<file path="src/rtl/core/vna_pkg.sv">
// Shared types and constants of the vertex normal accumulator.
// Used by every module of the block but vna_ram; depends on nothing.
package vna_pkg;

	localparam int IDX_W  = 10;
	localparam int POS_W  = 16;
	localparam int NRM_W  = 16;
	localparam int VEC_W  = 35;
	localparam int MAG_W  = 34;
	localparam int QDEPTH = 4;
	localparam int QPTR_W = 2;

	typedef enum logic [1:0] {
		CMD_LOAD = 2'd0,
		CMD_TRI  = 2'd1,
		CMD_READ = 2'd2,
		CMD_NONE = 2'd3
	} cmd_t;

	typedef enum logic [1:0] {
		OP_LOAD,
		OP_TRI,
		OP_READ,
		OP_READ_BAD
	} op_kind_t;

	typedef struct packed {
		op_kind_t                 kind;
		logic [IDX_W-1:0]         idx;
		logic signed [POS_W-1:0]  px;
		logic signed [POS_W-1:0]  py;
		logic signed [POS_W-1:0]  pz;
		logic [IDX_W-1:0]         ca;
		logic [IDX_W-1:0]         cb;
		logic [IDX_W-1:0]         cc;
	} op_t;

	typedef struct packed {
		logic                     ok;
		logic signed [NRM_W-1:0]  nx;
		logic signed [NRM_W-1:0]  ny;
		logic signed [NRM_W-1:0]  nz;
	} unit_res_t;

	typedef enum logic [2:0] {
		U_IDLE,
		U_SHIFT,
		U_SQUARE,
		U_SQRT,
		U_DLOAD,
		U_DIV,
		U_DONE
	} unit_state_t;

	typedef enum logic [3:0] {
		B_CLEAR,
		B_IDLE,
		B_LOAD,
		B_TRI_RD,
		B_EDGE,
		B_MUL,
		B_CROSS,
		B_START,
		B_WAIT,
		B_ACC_RD,
		B_ACC_WR,
		B_RD_ISSUE,
		B_RD_DATA,
		B_OUT
	} back_state_t;

endpackage

</file>
<file path="src/rtl/core/vna_front.sv">
// Front end: checks and classifies accepted items and queues them as operations.
// Depends on vna_pkg.
module vna_front import vna_pkg::*; #(
	parameter int MAX_VERTICES = 1024
) (
	input  logic                    clk,
	input  logic                    arst_n,
	input  logic                    accept,
	input  logic [1:0]              cmd,
	input  logic [IDX_W-1:0]        vertex_index,
	input  logic signed [POS_W-1:0] pos_x,
	input  logic signed [POS_W-1:0] pos_y,
	input  logic signed [POS_W-1:0] pos_z,
	input  logic [IDX_W-1:0]        corner_a,
	input  logic [IDX_W-1:0]        corner_b,
	input  logic [IDX_W-1:0]        corner_c,
	input  logic                    op_take,
	output logic                    op_valid,
	output op_t                     op_head,
	output logic                    q_full
);

	localparam logic [31:0] MAXV = 32'(MAX_VERTICES);

	op_t               fifo_q [QDEPTH];
	logic [QPTR_W-1:0] wr_ptr_q;
	logic [QPTR_W-1:0] rd_ptr_q;
	logic [QPTR_W:0]   cnt_q;
	logic              enq;
	op_t               op_in;

	function automatic logic in_range(input logic [IDX_W-1:0] i);
		return 32'(i) < MAXV;
	endfunction

	always_comb begin
		op_in.kind = OP_LOAD;
		op_in.idx  = vertex_index;
		op_in.px   = pos_x;
		op_in.py   = pos_y;
		op_in.pz   = pos_z;
		op_in.ca   = corner_a;
		op_in.cb   = corner_b;
		op_in.cc   = corner_c;
		enq        = 1'b0;
		case (cmd)
			CMD_LOAD: begin
				enq = in_range(vertex_index);
			end
			CMD_TRI: begin
				op_in.kind = OP_TRI;
				enq = in_range(corner_a) && in_range(corner_b) && in_range(corner_c);
			end
			CMD_READ: begin
				// An out of range read still answers, as a degenerate result.
				op_in.kind = in_range(vertex_index) ? OP_READ : OP_READ_BAD;
				enq = 1'b1;
			end
			default: begin
				enq = 1'b0;
			end
		endcase
	end

	assign q_full   = (cnt_q == (QPTR_W+1)'(QDEPTH));
	assign op_valid = (cnt_q != '0);
	assign op_head  = fifo_q[rd_ptr_q];

	always_ff @(posedge clk or negedge arst_n) begin
		if (!arst_n) begin
			wr_ptr_q <= '0;
			rd_ptr_q <= '0;
			cnt_q    <= '0;
		end else begin
			if (accept && enq) begin
				wr_ptr_q <= wr_ptr_q + 1'b1;
			end
			if (op_take) begin
				rd_ptr_q <= rd_ptr_q + 1'b1;
			end
			if ((accept && enq) && !op_take) begin
				cnt_q <= cnt_q + 1'b1;
			end else if (!(accept && enq) && op_take) begin
				cnt_q <= cnt_q - 1'b1;
			end
		end
	end

	always_ff @(posedge clk) begin
		if (accept && enq) begin
			fifo_q[wr_ptr_q] <= op_in;
		end
	end

endmodule

</file>
<file path="config.mk">
export PLATFORM = sky130hd
export DESIGN_NAME = vna_front
export DESIGN_NICKNAME = d
export VERILOG_FILES = /design/src/rtl/core/vna_pkg.sv /design/src/rtl/core/vna_front.sv
export SDC_FILE = /design/constraint.sdc
export NUM_CORES = 1
export LEC_CHECK = 0
export BUFFER_PORTS_ARGS = -buffer_cell sky130_fd_sc_hd__buf_4
export CAP_MARGIN = 20
export CORE_ASPECT_RATIO = 1.75
export CORE_UTILIZATION = 57
export CTS_BUF_LIST = sky130_fd_sc_hd__clkbuf_16
export DETAILED_ROUTE_END_ITERATION = 10
export PLACE_DENSITY = 0.79
export SYNTH_ARGS = -nofsm -noshare
export SYNTH_HDL_FRONTEND = slang
export SYNTH_SLANG_ARGS = --single-unit
</file>
<file path="constraint.sdc">
create_clock -name clk -period 4.4 [get_ports clk]
set_input_delay 1.32 -clock clk [delete_from_list [all_inputs] [get_ports clk]]
set_output_delay 1.32 -clock clk [all_outputs]
set_load 0.02 [all_outputs]
</file>
# Yosys cells after proc, flatten, opt, wreduce, memory -nomap -nowiden
# Memories as Yosys holds them, arrays and structs flattened.
# Cells that the tools add are included.
# totals
word_cells,26
memories,1
register_bits,7
output_inout_bits,92
ram_bits,360
inputBits,94
# classes
reduce_logical,9
n_addsub,4
n_mux,6
eq_ne,3
# memory_table
memory,words,word_bits,rd,rd_clocked_by_memory_dff,wr,line_no,source
fifo_q,4,90,1,0,1,vna_front.sv:25,op_t fifo_q [QDEPTH];
# op_table
operator,count
two-way mux 3 bit,2
"adder 2 x 1 -> 2 bit, second input constant",2
case mux 2 bit (2 select lines),1
"adder 3 x 1 -> 3 bit, second input constant",1
"== test 3 bit, second input constant",1
logical AND 1 bit,3
two-way mux 1 bit,3
nonzero test 3 bit,1
OR reduction 3 bit,1
"subtractor 3 x 1 -> 3 bit, second input constant",1
"== test 2 x 1 -> 1 bit, second input constant",1
"== test 2 bit, second input constant",1
zero test 1 bit,2
zero test 2 bit,1
nonzero test 2 bit,1

# Logic depth before layout (Yosys ltp)
# depth
depth_word,8
depth_mapped,7
ltp_nobuf,7

# Worst setup path before layout
# Ideal clock, no wire load.
# synth_path
path_type,input to register
start,input accept
end,memory fifo_q[0][0] in the netlist's numbering (enable)
path_stages,2
arrival_time_ns,3.839
n_path_buf,0
setup_time_ns,0.459
setup_slack_ns,0.103
t_required_ns,3.941
path_cell_list,a21boi_1 -> and2_1
# synth_between
elab_chain_cells,3
# synth_rtl
element,line_no,source
"start, declared",vna_front.sv:8,"input logic accept,"
logical AND 1 bit,vna_front.sv:90,if (accept && enq) begin
two-way mux 1 bit,vna_front.sv:90,
two-way mux 1 bit (implied by the code),vna_front.sv:91,fifo_q[wr_ptr_q] <= op_in;
"end, declared",vna_front.sv:25,
# Every way passes these cells.

==> impl_metrics.ini <==
[critical_path]
crit_family = flip-flops
endpoint_kind = primary output
crit_chain = buf_4 -> mux4_2 -> buf_4
crit_start = rd_ptr_q[1]$_DFFE_PN0P_
critPathMaxFanout = 43
arrival_ns = 2.44
slowest_delay_ns = 0.86
rrSetupSlack_ns = 2.51
worstPathRequired_ns = 3.08
cp_common_cell = buf_4
worstSetupStartpointType = register
rr_startpoint = wr_ptr_q[0]$_DFFE_PN0P_
r2r-end = fifo_q[2][2]$_DFFE_PP_
cp_num_buf_inv = 2
crit_end = op_head[2]
cp.depth = 3
slowest_stage = dfrtp_4
worst-setup-path-type = register to primary output
r2r_cells = 4

[power_and_ir_drop]
vdd_drop_max_v = 0.000525
fin_total_pwr_mw = 11.0
p_leak_nw = 5.58
powerDensity_mw_per_mm2 = 678

[timing]
fin_hold_ws_ns = 0.502
fin_setup_tns_ns = 0
drv_slew = 0
fin_crit_ns = 3.76
relSlewSlack_pct = 55.5
max_freq_mhz = 266
skew_ns = 0.00796
setup_viol = 0
fin_ws_ns = 0.641
hold_viol_final = 0
rsz0062_at_grt = false
worstMarginPinSlew_ns = 0.667
period_share_pct = 85.4

[min_path]
hp-start = cnt_q[2]$_DFFE_PN0P_
hp-class = register to register

[clocking]
clk_latency_ns = 0.55
cts_tree = done
clock_path_buffers = 3
post_cts_resized = 0
numCtsBuffers = 31
post_cts_buffers = 0
postCtsHoldBufs = 0
path_clk_slew_ns = 0.06
h-tree-depth = 1
cts.sinks = 367
cts-root-buf = clkbuf_16

[layout]
final_common_cell = edfxtp_1
antenna_cells = 0
layout-drive-gt1-share_pct = 46.3
syn2layout_area_growth_pct = 21.4
final_cell_mix = edfxtp_1 (360), buf_4 (191), mux4_2 (90), clkbuf_16 (31), clkinv_2 (9)
stdcell_area_sq_mm = 0.0163
finalNetCount = 817

[grt]
grt_overflow_total = 0
grt_pass1_vias = 6542
grt_max_degree = 69
antenna_found_initial = 1
track_usage_pct = 21.7
grt_pass1_wl_microns = 38300

[floorplanning]
die_h_microns = 205
start_util_pct = 58.5
boundaryPins = 186
die_w_microns = 118
coreArea_sq_mm = 0.0229
rows = 73
die_area_sq_mm = 0.0242

[route]
routed_wl_microns = 25400
avgRoutedWirePerCell_microns = 24.4
viasPerCell = 5.76
ant_nets = 0
drt_iter0_drc = 460
drcViolationCount = 0
via_count = 5992
first_pass_iters = 4

[placement]
placed_area_sq_mm = 0.0152
portBuffers = 185
gp_congestion = 0.760
hpwl_microns = 15600
pre_cts_ws_ns = 1.12

[synth]
avgSynthCellArea_sq_um = 26.4
synth-edff-count = 360
ys.flop_type = edfxtp_1
yosysUniqueCellTypes = 20
synth-seq-cells = 367
yosys.area.top_type = edfxtp_1
synth_top_area_share_pct = 80.6
netlist_instances = 507
synth.top_cells.by_area = edfxtp_1 (81%), mux4_2 (15%), dfrtp_1 (1.3%)
ys_warn_count = 0
synth_seq_area_share_pct = 81.9
syn_area_sq_mm = 0.0134
synth_fp_nets = 607
async_reset_ff_share_pct = 1.91

[outcome]
outcome = finished, final reports clean

[flow_run]
drv.max_cap_violation_count = 0
Yosys cell counts, drive strengths merged (2+ instances only):
cell / instances
edfxtp: 360
xor2: 3
xnor2: 3
dfrtp: 7
and2: 4
buf: 20
nand2: 2
nor2b: 2
mux4: 90
inv: 4
ha: 5
stage by stage:
step | util (%) | cells
after floorplan | - | 507
after global placement | 66.3 | 984
after detailed placement | 66.3 | 984
after CTS | 71.0 | 1041
after global routing | 71.0 | 1041
final | 71.0 | 1041
how the worst min path moves through the flow:
stage / end / slack (ns) / cells past startpoint
after global placement: cnt_q[2]$_DFFE_PN0P_ / 0.47 / 1
after global routing: cnt_q[2]$_DFFE_PN0P_ / 0.52 / 1
after floorplan: cnt_q[2]$_DFFE_PN0P_ / 0.45 / 1
after CTS: cnt_q[2]$_DFFE_PN0P_ / 0.51 / 1
final: cnt_q[2]$_DFFE_PN0P_ / 0.50 / 1
after detailed placement: cnt_q[2]$_DFFE_PN0P_ / 0.50 / 1
flip-flops by register name (all words and copies together) (netlist names):
signal / flops
cnt_q: 3
fifo_q: 360
rd_ptr_q: 2
wr_ptr_q: 2
cell families after synthesis:
logic type	Yosys count	share of synthesized area, %
compound gates	2	0.0933
buf+inv	24	1.30
simple gates	11	0.467
flops	367	81.9
mux	91	15.2
xor+xnor	6	0.392
fa+ha+maj	6	0.616
report_power, final:
part,switching (mW),internal (mW),total (mW)
Clock,1.17,1.69,2.86
Sequential,0.224,4.41,4.63
Combinational,1.89,1.64,3.54
layer usage:
layer	share of wire, %	global-route usage, %
met1	36	25.5
met2	55	39.2
met3	5.7	4.40
met4	3.0	8.29
met5	0.047	0
cell type report:
cell class                 instances  area (sq um)
clock buffer                      31           776
fill                            1298          6650
clock inverter                    26           303
inverter                           4          15.0
sequential                       367         11000
timing repair buffer             197          1550
tap                              300           375
multi-input combinational        116          2260
Note: power is estimated with default switching activity, not from simulation.
